### src/rtl/imh_ram.sv
`timescale 1ns / 1ps
// ----------------------------------------------------------------------------
// imh_ram: generic single port ram
// One write or one read per cycle, read data registered.
// ----------------------------------------------------------------------------
module imh_ram #(
  parameter int unsigned Width = 8,
  parameter int unsigned Depth = 16
) (
  input  logic                     clk_i,
  input  logic                     we_i,
  input  logic [$clog2(Depth)-1:0] addr_i,
  input  logic [Width-1:0]         wdata_i,
  output logic [Width-1:0]         rdata_o
);

  logic [Width-1:0] mem_q [Depth];

  always_ff @(posedge clk_i) begin
    if (we_i) begin
      mem_q[addr_i] <= wdata_i;
    end
    rdata_o <= mem_q[addr_i];
  end

endmodule

### config.mk
export PLATFORM = sky130hd
export DESIGN_NAME = imh_ram
export DESIGN_NICKNAME = d
export VERILOG_FILES = /design/src/rtl/imh_ram.sv
export SDC_FILE = /design/constraint.sdc
export NUM_CORES = 1
export LEC_CHECK = 0
export BUFFER_PORTS_ARGS = -buffer_cell sky130_fd_sc_hd__buf_4
export CAP_MARGIN = 20
export CORE_MARGIN = 2
export CORE_UTILIZATION = 35
export DETAILED_ROUTE_END_ITERATION = 10
export GPL_ROUTABILITY_DRIVEN = 0
export MAX_ROUTING_LAYER = met4
export PLACE_DENSITY = 0.57
export SYNTH_ARGS = -nofsm -noshare
export SYNTH_HDL_FRONTEND = slang
export SYNTH_SLANG_ARGS = --single-unit
### constraint.sdc
create_clock -name clk_i -period 2.6 [get_ports clk_i]
set_input_delay 0.39 -clock clk_i [delete_from_list [all_inputs] [get_ports clk_i]]
set_output_delay 0.39 -clock clk_i [all_outputs]
set_load 0.02 [all_outputs]
==> flow_metrics.py, run 1 <==
metrics = {
    "clocking": {
        "worstSkewPairLatency_ns": 0.41,
        "htreeDepth": 4,
        "path_clk_slew_ns": 0.05,
        "cts_sinks": 136,
        "cts_resized": 0,
        "clockBufferDepth": 2,
        "cts_setup_buffers": 0,
        "cts_hold_buf": 0,
        "numCtsBuffers": 17,
        "cts-root-buf": "clkbuf_16",
        "cts_tree": "done",
    },
    "floorplan": {
        "core-area_um2": 13990,
        "start_util_pct": 36.23,
        "num_rows": 43,
        "num_io_pins": 22,
        "die_area_um2": 15460,
        "die_w_um": 124.3,
        "dieHeight_um": 124.3,
    },
    "sta": {
        "period_needed_ns": 1.709,
        "rsz0062_at_grt": "false",
        "setup_violations": 0,
        "clock_skew_ns": 0.01197,
        "tns_ns": 0,
        "fmax_ghz": 0.5853,
        "relSlewSlack_pct": 45.25,
        "finalCritPeriodShare_pct": 65.72,
        "tightestPinTransition_ns": 0.8182,
        "maxSlewViolCount": 0,
        "hold_viol_final": 0,
    },
    "synth": {
        "ys.flop_type": "edfxtp_1",
        "synth_warnings": 0,
        "synth_top_cell_area_share_pct": 75.85,
        "synth_cell_types": 18,
        "yosysMostFrequentCell": "edfxtp_1",
        "synth_top_area_cell": "edfxtp_1",
        "avgSynthCellArea_um2": 22.03,
        "synth-compound-area-share_pct": 2.370,
        "synthArstFlopShare_pct": 0,
        "synth_fa_ha_area_share_pct": 0,
        "syn_nets": 244,
        "ys_ff_latch": 136,
        "yosysSeqAreaShare_pct": 79.01,
        "synth_area_leaders": "edfxtp_1 (76%), mux4_2 (14%), dfxtp_1 (3.2%)",
        "synth-edff-count": 128,
        "synth_top_cells_by_count": "edfxtp_1 (128), mux4_2 (32), a22oi_1 (16)",
        "synth_xor_area_share_pct": 0,
        "synth-simple-area-share_pct": 3.210,
        "synthesis.instances": 230,
        "synth_top_family_by_area": "multiplexers",
        "yosys-mux-area-fraction_pct": 14.22,
        "syn_area_um2": 5067,
    },
    "routing": {
        "first_pass_iters": 4,
        "num_vias": 2272,
        "via_per_inst": 4.886,
        "ant_nets": 0,
        "drc": 0,
        "wl_um": 9585,
        "post_drt_wl_per_cell_um": 20.61,
        "first_iter_violations": 210,
    },
    "global_route": {
        "grt_use_total_pct": 13.64,
        "grt_max_degree": 40,
        "antenna_found_initial": 0,
        "grt_pass1_vias": 2568,
        "gr-total-overflow": 0,
        "grt_pass1_wl_um": 15000,
    },
    "power_and_ir_drop": {
        "leakage_uw": 0.001989,
        "peakVddDrop_v": 0.0004540,
        "pwr_density_cell_nw_per_um2": 821.3,
    },
    "min_path": {
        "min_path_type": "input pin to register",
        "hold_depth": 1,
        "holdCritStartpoint": "wdata_i[5]",
        "whs_endpoint": "mem_q[9][5]",
    },
    "layout": {
        "drive_above_1_share_pct": 33.68,
        "layout.area.seq_um2": 4004,
        "nNetsFinal": 286,
        "syn2layout_area_growth_pct": 19.85,
        "multi_input_area_um2": 1003,
        "antenna_cells": 0,
        "nFillCells": 1198,
        "stdcell_count": 465,
    },
    "worst_setup_path": {
        "worstReg2RegEnd": "rdata_o[1]",
        "worstPathRequired_ns": 2.62,
        "r2r_slack_ns": 1.20,
        "critPathCaptureType": "register",
        "reg2regPathDepth": 3,
        "crit_type": "input pin to register",
        "cp.arrival_ns": 1.73,
        "start_kind": "input pin",
        "reg2reg_from": "mem_q[2][1]",
        "worstPathMaxFanout": 39,
    },
    "place": {
        "numPortBuffers": 21,
        "dp.cells": 433,
        "hpwl_um": 6267,
    },
    "flow_run": {
        "maxCapViolations": 0,
    },
    "outcome": {
        "status": "complete, no violations",
    },
}
[worst max-delay path, cell delays in order]
cell,delay [ns]
buf_4,0.32
nand2b_1,0.33
nor2_1,0.66
[cell usage in the layout (no fill, tap or decap)]
cell type   count
a22oi_1        16
and2_1          1
buf_4          34
clkbuf_1        3
clkbuf_16      19
clkbuf_8        5
clkinv_2        3
clkinvlp_4      2
dfxtp_1         8
edfxtp_1      128
mux4_2         32
nand2_1         9
nand2b_1        2
nand3_1         1
nand3b_1        2
nor2_1         13
nor2b_1         2
nor3_1          4
or3b_2          1
[routing by layer]
metal,part of all wire [%],GRT usage (%),wire length [um],up-vias
met3,2.6,2.792,254,5
met5,0,-,0,-
li1,-,-,-,1046
met4,0.76,6.147,73,0
met1,42,16.07,4062,1182
met2,54,22.73,5194,39
[power breakdown]
part	total (uW)	switching, uW	internal, uW
sequential	2470	13.2	2450
clock	2270	818	1460
combinational	248	143	105
[final cells by class]
type,count,area share [%]
clock buffer,27,9.147
clock inverter,5,0.4944
multi-input combinational,83,16.52
sequential,136,65.93
tap,180,3.708
timing repair buffer,34,4.203
[registers in the layout, indices dropped and copies added, names as in the netlist]
register and count:
mem_q 128, rdata_o 8
[worst max path at each step]
stage | slack [ns] | from | cells past startpoint | to
floorplan | 0.72 | addr_i[2] | 2 | mem_q[0][0]
global placement | 0.44 | addr_i[0] | 3 | mem_q[10][5]
detailed placement | 0.44 | addr_i[0] | 3 | mem_q[10][6]
CTS | 0.87 | addr_i[0] | 3 | mem_q[10][2]
global route | 0.74 | addr_i[0] | 3 | mem_q[10][4]
finish | 0.89 | addr_i[0] | 3 | mem_q[10][2]
[metrics by stage]
step                      hold slack (ns)  power, uW  util [%]  setup WS (ns)  cell area, um2
after floorplan                    0.4889       2652         -         0.7170            5067
after global placement             0.6549       2759     39.23         0.4412            5488
after detailed placement           0.6640       2765     39.23         0.4391            5488
after CTS                          0.2926       5040     43.42         0.8713            6073
after global routing               0.3163       5162     43.42         0.7385            6073
final                              0.2965       4988     43.42         0.8913            6073
[logic make-up after synthesis]
logic type	count (synthesis)
AND/OR/NAND/NOR	35
multiplexers	32
flip-flops	136
AO/OA/AOI/OAI	16
buffers and inverters	11
Note: power is estimated with default switching activity, not from simulation.
==> run 2: changes to the inputs <==
Settings changed: PLACE_DENSITY 0.57 to 0.59.
Clock period 2.6 ns to 1.55 ns, I/O delays scaled along.
==> flow_metrics.py, run 2 (synthesis results as in run 1) <==
metrics = {
    "outcome": {
        "status": "complete, no violations",
    },
    "sta": {
        "fin_ws_ns": 0.1948,
        "period_needed_ns": 1.355,
        "clock_skew_ns": 0.01174,
        "maxSlewViolCount": 0,
        "fmax_ghz": 0.7379,
        "hold_viol_final": 0,
        "setup_violations": 0,
        "finalCritPeriodShare_pct": 87.44,
        "rsz0062_at_grt": "false",
        "relSlewSlack_pct": 53.38,
        "tightestPinTransition_ns": 0.6978,
    },
    "clocking": {
        "path_clk_slew_ns": 0.05,
        "cts_sinks": 136,
        "cts-root-buf": "clkbuf_16",
        "cts_hold_buf": 0,
        "worstSkewPairLatency_ns": 0.41,
        "htreeDepth": 4,
        "clockBufferDepth": 2,
        "cts_resized": 0,
        "cts_setup_buffers": 0,
        "cts_tree": "done",
        "numCtsBuffers": 17,
    },
    "worst_setup_path": {
        "reg2regPathDepth": 3,
        "worstPathMaxFanout": 1,
        "slowest_stage": "mux4_2",
        "crit_type": "register to register",
        "worstPathRequired_ns": 1.83,
        "path_cells": "mux4_2, a22oi_1, nand2_1",
        "cp.arrival_ns": 1.64,
        "crit_buf_inv": 0,
        "worstSetupPathDepth": 3,
        "cpPeakStageDelay_ns": 0.47,
        "critPathCaptureType": "register",
        "start_kind": "register",
        "cp_top_family": "multiplexers",
    },
    "power_and_ir_drop": {
        "pwr-share-seq_pct": 49.0,
        "combPwrFrac_pct": 5.5,
        "p_switching_uw": 1645,
        "p_sw_share_pct": 19.46,
        "peakVddDrop_v": 0.0008410,
        "leakage_uw": 0.002117,
        "power.share.clock_pct": 45.5,
        "pwr_density_cell_nw_per_um2": 1343,
        "p_int_uw": 6810,
    },
    "layout": {
        "nNetsFinal": 309,
        "final_common_cell": "edfxtp_1",
        "antenna_cells": 0,
        "largest-register": "mem_q",
        "stdcell_area_um2": 6295,
        "layout_common_cells": "edfxtp_1 (128), buf_4 (53), mux4_2 (32), clkbuf_16 (17), a22oi_1 (16)",
        "largest_register_ffs": 128,
        "syn2layout_area_growth_pct": 24.22,
        "top_regs": "mem_q x128, rdata_o x8",
        "drive_above_1_share_pct": 39.74,
    },
    "floorplan": {
        "dieHeight_um": 124.3,
        "num_io_pins": 22,
        "die_w_um": 124.3,
        "die_area_um2": 15460,
        "core-area_um2": 13990,
        "num_rows": 43,
        "start_util_pct": 36.23,
    },
    "min_path": {
        "hold_depth": 1,
        "min_path_type": "input pin to register",
    },
    "flow_run": {
        "maxCapViolations": 0,
    },
    "global_route": {
        "grt_use_total_pct": 13.85,
        "grt_pass1_vias": 2537,
        "antenna_found_initial": 0,
        "grt_max_degree": 17,
        "grt_pass1_wl_um": 15290,
        "gr-total-overflow": 0,
    },
    "routing": {
        "via_per_inst": 4.922,
        "first_pass_iters": 4,
        "post_drt_wl_per_cell_um": 20.06,
        "num_vias": 2397,
        "first_iter_violations": 237,
        "wl_um": 9768,
        "ant_nets": 0,
        "drc": 0,
    },
    "place": {
        "pre_cts_slack_ns": -0.03097,
        "dpl_cell_area_um2": 5728,
        "hpwl_um": 6736,
        "numPortBuffers": 21,
    },
}
run 2: layout make-up:
| type | count | area, um2 |
|---|---|---|
| Clock inverter | 12 | 133.9 |
| Clock buffer | 19 | 432.9 |
| Tap cell | 180 | 225.2 |
| Multi-Input combinational cell | 83 | 1021 |
| Fill cell | 1188 | 7694 |
| Timing Repair Buffer | 57 | 478.0 |
| Sequential cell | 136 | 4004 |
run 2: power by group through the flow:
stage | sequential, uW | clock (uW) | combinational [uW]
after floorplan | 4240 | 0 | 215
after global placement | 4220 | 0 | 462
after detailed placement | 4220 | 0 | 471
after CTS | 4140 | 3920 | 472
after global routing | 4150 | 4090 | 502
final | 4140 | 3850 | 461
run 2: per-layer routing:
metal / routed length, um / vias up / track usage [%]
met2: 4569 / 42 / 19.93
met5: 0 / - / -
li1: - / 1091 / -
met3: 327 / 8 / 4.639
met4: 102 / 0 / 4.560
met1: 4768 / 1256 / 18.67
run 2: worst paths after layout:
check / slack [ns] / endpoint / from
worst max register to register: 0.19 / rdata_o[0] / mem_q[2][0]
worst min-delay path: 0.13 / mem_q[11][2] / wdata_i[2]
worst max-delay path: 0.19 / rdata_o[0] / mem_q[2][0]
worst min register to register: 0.68 / rdata_o[7] / mem_q[15][7]
run 2: worst register-to-register path, cell delays in order (launching register included):
cell,delay (ns)
edfxtp_1,0.36
mux4_2,0.47
a22oi_1,0.30
nand2_1,0.10
run 2: per-stage QoR:
| stage | std cells | TNS, ns | total power (uW) | hold slack (ns) | utilization (%) |
|---|---|---|---|---|---|
| 2_1_floorplan | 230 | -9.062 | 4452 | 0.3314 | - |
| 3_3_place_gp | 456 | -0.03694 | 4679 | 0.5413 | 40.95 |
| 3_5_place_dp | 456 | -0.2098 | 4690 | 0.5548 | 40.95 |
| 4_1_cts | 487 | 0 | 8534 | 0.1272 | 45.00 |
| 5_1_grt | 487 | 0 | 8736 | 0.1409 | 45.00 |
| 6_report | 487 | 0 | 8455 | 0.1315 | 45.00 |
